--- src/rtl/core/palette_merge_allocator_assert.svh ---
// ----------------------------------------------------------------------------
// palette_merge_allocator_assert.svh
// Assertion macros shared by the palette merge allocator RTL.
// ----------------------------------------------------------------------------
`ifndef PALETTE_MERGE_ALLOCATOR_ASSERT_SVH
`define PALETTE_MERGE_ALLOCATOR_ASSERT_SVH

// Check a property on every clock edge outside reset.
`define PMA_ASSERT(lbl, prop, msg) \
   lbl: assert property (@(posedge clock) disable iff (reset) prop) else $error(msg);

// Check a property on every clock edge, reset included.
`define PMA_ASSERT_ALWAYS(lbl, prop, msg) \
   lbl: assert property (@(posedge clock) prop) else $error(msg);

`endif

--- src/rtl/core/pma_pkg.sv ---
// ----------------------------------------------------------------------------
// pma_pkg
// Shared types, codes and constants of the palette merge allocator.
// ----------------------------------------------------------------------------
package pma_pkg;

   localparam int PALETTE_ENTRIES_DEFAULT  = 256;
   localparam int RESERVED_ENTRIES_DEFAULT = 16;
   localparam int RESET_FREE_SLOT          = 16;
   localparam int INDEX_W                  = 8;
   localparam int COLOR_W                  = 32;
   localparam int STATUS_W                 = 3;
   localparam int ALPHA_LSB                = 24;

   typedef enum logic [1:0] {
      OP_START = 2'd0,
      OP_LOAD  = 2'd1,
      OP_MAP   = 2'd2,
      OP_READ  = 2'd3
   } opcode_type;

   typedef enum logic [STATUS_W-1:0] {
      ST_DONE  = 3'd0,
      ST_MATCH = 3'd1,
      ST_NEW   = 3'd2,
      ST_SKIP  = 3'd3,
      ST_FAIL  = 3'd4
   } status_type;

   typedef enum logic [2:0] {
      S_IDLE,
      S_DECODE,
      S_COPY,
      S_DRAIN,
      S_SCAN,
      S_READ,
      S_FINISH
   } state_type;

   // Result kind the datapath stages for the current item
   typedef enum logic [2:0] {
      POST_NONE,
      POST_DONE,
      POST_FAIL,
      POST_SKIP,
      POST_HIT,
      POST_MISS,
      POST_READ
   } post_type;

   typedef struct packed {
      logic     capture;
      logic     load_base;
      logic     copy_step;
      logic     start_commit;
      logic     scan_step;
      logic     rd_issue;
      logic     load_rsp;
      post_type post;
   } cmd_type;

   typedef struct packed {
      opcode_type op;
      logic       failed;
      logic       transparent;
      logic       copy_last;
      logic       issue_more;
      logic       hit;
   } sts_type;

endpackage

--- src/rtl/core/pma_ctrl.sv ---
// ----------------------------------------------------------------------------
// pma_ctrl
// Sequencer: request/result handshake and per-opcode command sequencing.
// ----------------------------------------------------------------------------
module pma_ctrl (
   input  logic             clock,
   input  logic             reset,
   input  logic             req_valid,
   output logic             req_ready,
   output logic             rsp_valid,
   input  logic             rsp_ready,
   input  pma_pkg::sts_type sts,
   output pma_pkg::cmd_type cmd
);
   import pma_pkg::*;

   state_type state_ff;
   state_type state_in;
   logic      rsp_valid_ff;
   logic      rsp_valid_in;
   logic      out_free;

   assign out_free  = !rsp_valid_ff || rsp_ready;
   assign req_ready = (state_ff == S_IDLE);
   assign rsp_valid = rsp_valid_ff;

   always_ff @(posedge clock) begin
      if (reset) begin
         state_ff     <= S_IDLE;
         rsp_valid_ff <= 1'b0;
      end else begin
         state_ff     <= state_in;
         rsp_valid_ff <= rsp_valid_in;
      end
   end

   always_comb begin
      state_in = state_ff;
      cmd      = '0;
      cmd.post = POST_NONE;

      unique case (state_ff)
         S_IDLE: begin
            if (req_valid) begin
               cmd.capture = 1'b1;
               state_in    = S_DECODE;
            end
         end
         S_DECODE: begin
            unique case (sts.op)
               OP_START: state_in = S_COPY;
               OP_LOAD: begin
                  cmd.load_base = 1'b1;
                  cmd.post      = POST_DONE;
                  state_in      = S_FINISH;
               end
               OP_READ: begin
                  cmd.rd_issue = 1'b1;
                  state_in     = S_READ;
               end
               OP_MAP: begin
                  if (sts.failed) begin
                     cmd.post = POST_FAIL;
                     state_in = S_FINISH;
                  end else if (sts.transparent) begin
                     cmd.post = POST_SKIP;
                     state_in = S_FINISH;
                  end else begin
                     state_in = S_SCAN;
                  end
               end
               default: state_in = S_IDLE;
            endcase
         end
         S_COPY: begin
            cmd.copy_step = 1'b1;
            if (sts.copy_last) begin
               state_in = S_DRAIN;
            end
         end
         S_DRAIN: begin
            // last copy write lands this cycle
            cmd.start_commit = 1'b1;
            cmd.post         = POST_DONE;
            state_in         = S_FINISH;
         end
         S_SCAN: begin
            if (sts.hit) begin
               cmd.post = POST_HIT;
               state_in = S_FINISH;
            end else if (sts.issue_more) begin
               cmd.scan_step = 1'b1;
            end else begin
               cmd.post = POST_MISS;
               state_in = S_FINISH;
            end
         end
         S_READ: begin
            cmd.post = POST_READ;
            state_in = S_FINISH;
         end
         S_FINISH: begin
            // hold the staged result until the output register frees up
            if (out_free) begin
               cmd.load_rsp = 1'b1;
               state_in     = S_IDLE;
            end
         end
         default: state_in = S_IDLE;
      endcase
   end

   always_comb begin
      rsp_valid_in = rsp_valid_ff;
      if (cmd.load_rsp) begin
         rsp_valid_in = 1'b1;
      end else if (rsp_ready) begin
         rsp_valid_in = 1'b0;
      end
   end

endmodule

--- config.mk ---
export PLATFORM = sky130hd
export DESIGN_NAME = pma_ctrl
export DESIGN_NICKNAME = d
export VERILOG_FILES = /design/src/rtl/core/palette_merge_allocator_assert.svh /design/src/rtl/core/pma_pkg.sv /design/src/rtl/core/pma_ctrl.sv
export SDC_FILE = /design/constraint.sdc
export NUM_CORES = 1
export LEC_CHECK = 0
export BUFFER_PORTS_ARGS = -buffer_cell sky130_fd_sc_hd__buf_2
export CORE_MARGIN = 2
export CORE_UTILIZATION = 30
export DETAILED_ROUTE_END_ITERATION = 8
export PLACE_DENSITY = 0.57
export SETUP_SLACK_MARGIN = 0.02
export SYNTH_ARGS = -nofsm -noshare
export SYNTH_HDL_FRONTEND = slang
export SYNTH_SLANG_ARGS = --single-unit
--- constraint.sdc ---
create_clock -name clock -period 1.6 [get_ports clock]
set_input_delay 0.24 -clock clock [delete_from_list [all_inputs] [get_ports clock]]
set_output_delay 0.24 -clock clock [all_outputs]
set_load 0.03 [all_outputs]
Word-level counts from Yosys, hierarchy flattened

Cells that the tools add are included.

Flip-flop bits (word level): 4
Bits of input ports: 11
Word-level logic and storage cells: 52

Mux-type cells: 30
Equal/unequal tests: 13
Reduce and logical (&&, ||, !) cells: 7

Operators with widths:

| cell                                                            | count |
|---|---|
| 3-bit 2-to-1 mux                                                | 8 |
| 3-bit one-hot mux with 4 select lines                           | 2 |
| 3-bit one-hot mux with 6 select lines                           | 1 |
| 1-bit 2-to-1 mux                                                | 15 |
| 3-bit == test, second input constant                            | 3 |
| 3-bit by 2-bit == test with 1-bit output, second input constant | 2 |
| 2-bit 2-to-1 mux                                                | 3 |
| 2-bit != test, second input constant                            | 3 |
| 2-bit == test, second input constant                            | 2 |
| 2-bit one-hot mux with 2 select lines                           | 1 |
| 4-bit AND reduction                                             | 1 |
| 3-bit by 1-bit == test with 1-bit output, second input constant | 1 |
| 3-bit zero test                                                 | 1 |
| 3-bit != test, second input constant                            | 1 |
| 2-bit by 1-bit == test with 1-bit output, second input constant | 1 |
| 2-bit zero test                                                 | 1 |
| 2-bit nonzero test                                              | 1 |
| 2-bit OR reduction                                              | 1 |
| 1-bit zero test                                                 | 1 |
| 1-bit logical OR                                                | 1 |

Depth between registers and ports, before layout

Depth after elaboration: 5
Gate-level depth with buffers: 5

Worst setup path after synthesis

No wires, ideal clock.

Path kind: reg-to-output
Start point: register state_ff[1]
End point: output cmd[9] (netlist bit)
Arrival: 1.603 ns
Data required time: 1.360 ns
Path slack: -0.243 ns
Buffers on the path: 1
Stages on the path, launching flop included: 4
Cells stage by stage: dfxtp_1 > buf_4 > nor3_1 > and2_1

RTL lines:

| element                | line           | text |
|---|---|---|
| start, declared        | pma_ctrl.sv:17 | `state_type state_ff;` |
| start signal, assigned | pma_ctrl.sv:32 | `state_ff <= state_in;` |
| end, declared          | pma_ctrl.sv:13 | `output pma_pkg::cmd_type cmd` |

==> summary.md <==
| Metric | Value |
|---|---|
| Run status | `completed` |
| Switch Pwr | `0.2770 mW` |
| DRT Pass-1 Iters | `5` |
| Critical path's slowest cell | `dfxtp_2` |
| Netlist Area Pre-Place | `414.1 um2` |
| Synth top area cells | `dfxtp_1 19%, ha_1 12%, and3b_1 6.3%` |
| Sequential fraction of the synthesis area | `19.34%` |
| Share of the synthesized area in the top cell type | `19.34%` |
| Die area | `0.001694 mm2` |
| ANT cells | `0` |
| Slew Limit Fails | `0` |
| Crit path launch type | `flop` |
| Max incr delay on CP | `0.35 ns` |
| Syn nets | `68` |
| WP data required | `1.36 ns` |
| Cell accounting for the most synthesized area | `dfxtp_1` |
| Vias in the first global route | `365` |
| EDFF count, synth | `0` |
| Sequential power share | `29.3%` |
| All-Layer GR Usage | `12.78%` |
| Cells along the critical path | `buf_4 > nor2_2 > and3_1 > buf_2` |
| CTS tree | `done` |
| # fillers | `146` |
| Cts bufs inserted | `3` |
| Setup ws final | `0.1278 ns` |
| Leakage | `0.2975 nW` |
| Ys flop type | `dfxtp_1` |
| Worst slew pin tran | `0.3096 ns` |
| Worst hold path class | `input pin to flop` |
| Crit-path max FO | `8` |
| Max Cap Viol | `0` |
| Starting density of the core | `31.83%` |
| Iteration-0 DRC Markers | `12` |
| Seq cells post-synth | `4` |
| Setup crit end kind | `output pin` |
| Worst VDD drop | `0.4153 mV` |
| Placed cell areas | `528.0 um2` |
| Cells after Synth | `53` |
| Remaining antenna violation count | `0` |
| Post-CTS Hold Buffers | `0` |
| Pwr Density | `1070 mW/mm2` |
| Switching share of power | `46.51%` |
| R2R cell count | `3` |
| Gpl congestion | `0.7564` |
| Area growth syn-to-layout | `34.44%` |
| Hpwl dp | `780.6 um` |
| Post-synth cell types | `29` |
| Setup TNS | `0 ns` |
| Ratio of cells with drive above 1 in the final layout | `44.00%` |
| # Post-CTS Setup Buffers | `0` |
| Hold Path Depth | `2` |
| WP data arrival | `1.23 ns` |
| Die width | `41.16 um` |
| Overflow after GRT | `0` |
| Ports | `23` |
| Worst Skew | `0.004733 ns` |
| Detailed Route WL | `1011 um` |
| Synth Area per Inst | `7.814 um2` |
| Critical path class | `flop to output pin` |
| Avg WL per Cell | `11.23 um` |
| Final hold vios | `0` |
| Nets | `92` |
| Fin area | `556.8 um2` |
| # DRC | `0` |
| Die H | `41.16 um` |
| Synth top cells by count | `5 x inv_1, 5 x nor2_1, 4 x dfxtp_1, 4 x ha_1` |
| Synthesis Warnings | `0` |
| Row cnt | `13` |
| Final Util | `42.79%` |
| Final min period | `1.472 ns` |
| Endpoints failing setup | `0` |
| DP Cell Count | `87` |
| Relative slew slack | `79.03%` |
| Initial antenna violation count | `0` |
| Maximum clock path buffer count | `2` |
| Clock Power Share | `21.2%` |
| Clock latency on the worst-skew pair | `0.24 ns` |
| Synth async-reset ratio | `0%` |
| Finished Layout Cells | `90` |
| Total internal power | `0.3186 mW` |
| Fmax | `0.6793 GHz` |
| Root Driver | `clkbuf_4` |
| Via-per-instance ratio | `4.944` |
| Final worst path period share | `92.01%` |
| Comb power frac | `49.5%` |
| Clk sink count | `4` |
| H-tree depth | `1` |
| Core ar. | `0.001301 mm2` |
| First-pass GRT wire length | `1449 um` |
| Setup slack at placement | `0.1677 ns` |
| Largest net degree at the start of global routing | `14` |
| Clock-pin slew on the worst setup and hold paths | `0.04 ns` |
| RSZ-0062 raised after global routing | `false` |
| PortBufs | `22` |
| Via count | `445` |
==> metal layers <==
layer	vias to the layer above	track usage, %	wire, um
li1	235	-	-
met1	193	15.71	468
met2	17	22.27	470
met3	0	1.630	73
met4	0	4.839	0
met5	-	0	0
==> layout make-up <==
cell class                 count  area (um2)  share of cell area, %
sequential                     4       83.83                  15.06
clock buffer                   3       22.52                  4.045
timing repair buffer          23       117.6                  21.12
inverter                       5       18.77                  3.371
multi-input combinational     40       295.3                  53.03
tap                           15       18.77                  3.371
==> flip-flops by register name, summed over array words and instances (netlist names) <==
register and flops:
rsp_valid 1, state_ff 3
==> logic make-up after synthesis <==
logic type / Yosys count / synth area share, %
AO/OA/AOI/OAI: 13 / 24.47
adder cells (fa/ha/maj): 4 / 12.09
buffers and inverters: 9 / 11.18
flip-flops: 4 / 19.34
AND/OR/NAND/NOR: 23 / 32.94
==> worst paths after layout <==
kind               startpoint          end  slack [ns]
setup / recovery  state_ff[2]       cmd[4]        0.13
hold / removal          reset    rsp_valid        0.20
setup reg to reg  state_ff[0]  state_ff[1]        0.33
hold reg to reg     rsp_valid    rsp_valid        0.49
==> metrics by stage <==
stage	hold WS (ns)	power (mW)
CTS	0.1959	0.5985
floorplan	0.3091	0.3887
detailed placement	0.4427	0.4640
finish	0.2007	0.5957
global route	0.2164	0.6379
global placement	0.4445	0.4595
==> layout by cell type, fill, tap and decap left out, types with 2 or more instances in the layout <==
| cell type | instances |
|---|---|
| a21oi_1 | 3 |
| and3_1 | 3 |
| and3b_1 | 3 |
| buf_2 | 22 |
| clkbuf_4 | 3 |
| dfxtp_2 | 3 |
| ha_1 | 4 |
| inv_1 | 5 |
| nand2_1 | 2 |
| nor2_1 | 4 |
==> power by group through the flow <==
stage	registers, mW	logic, mW	clock network (mW)
detailed placement	0.170	0.294	0
global placement	0.169	0.290	0
floorplan	0.131	0.258	0
global route	0.179	0.326	0.133
CTS	0.170	0.298	0.130
finish	0.174	0.295	0.126
==> worst max-delay path: cells and delay by family, from the launching register on <==
kind,cells,cell delay [ns]
buffers and inverters,2,0.35
DFF,1,0.35
and+or+nand+nor,2,0.30
==> what timing repair did <==
action                     in CTS  in global routing
cloned                          0                  0
resized for setup               2                  2
setup endpoints to repair       6                  5
(Power assumes the default switching activity.)
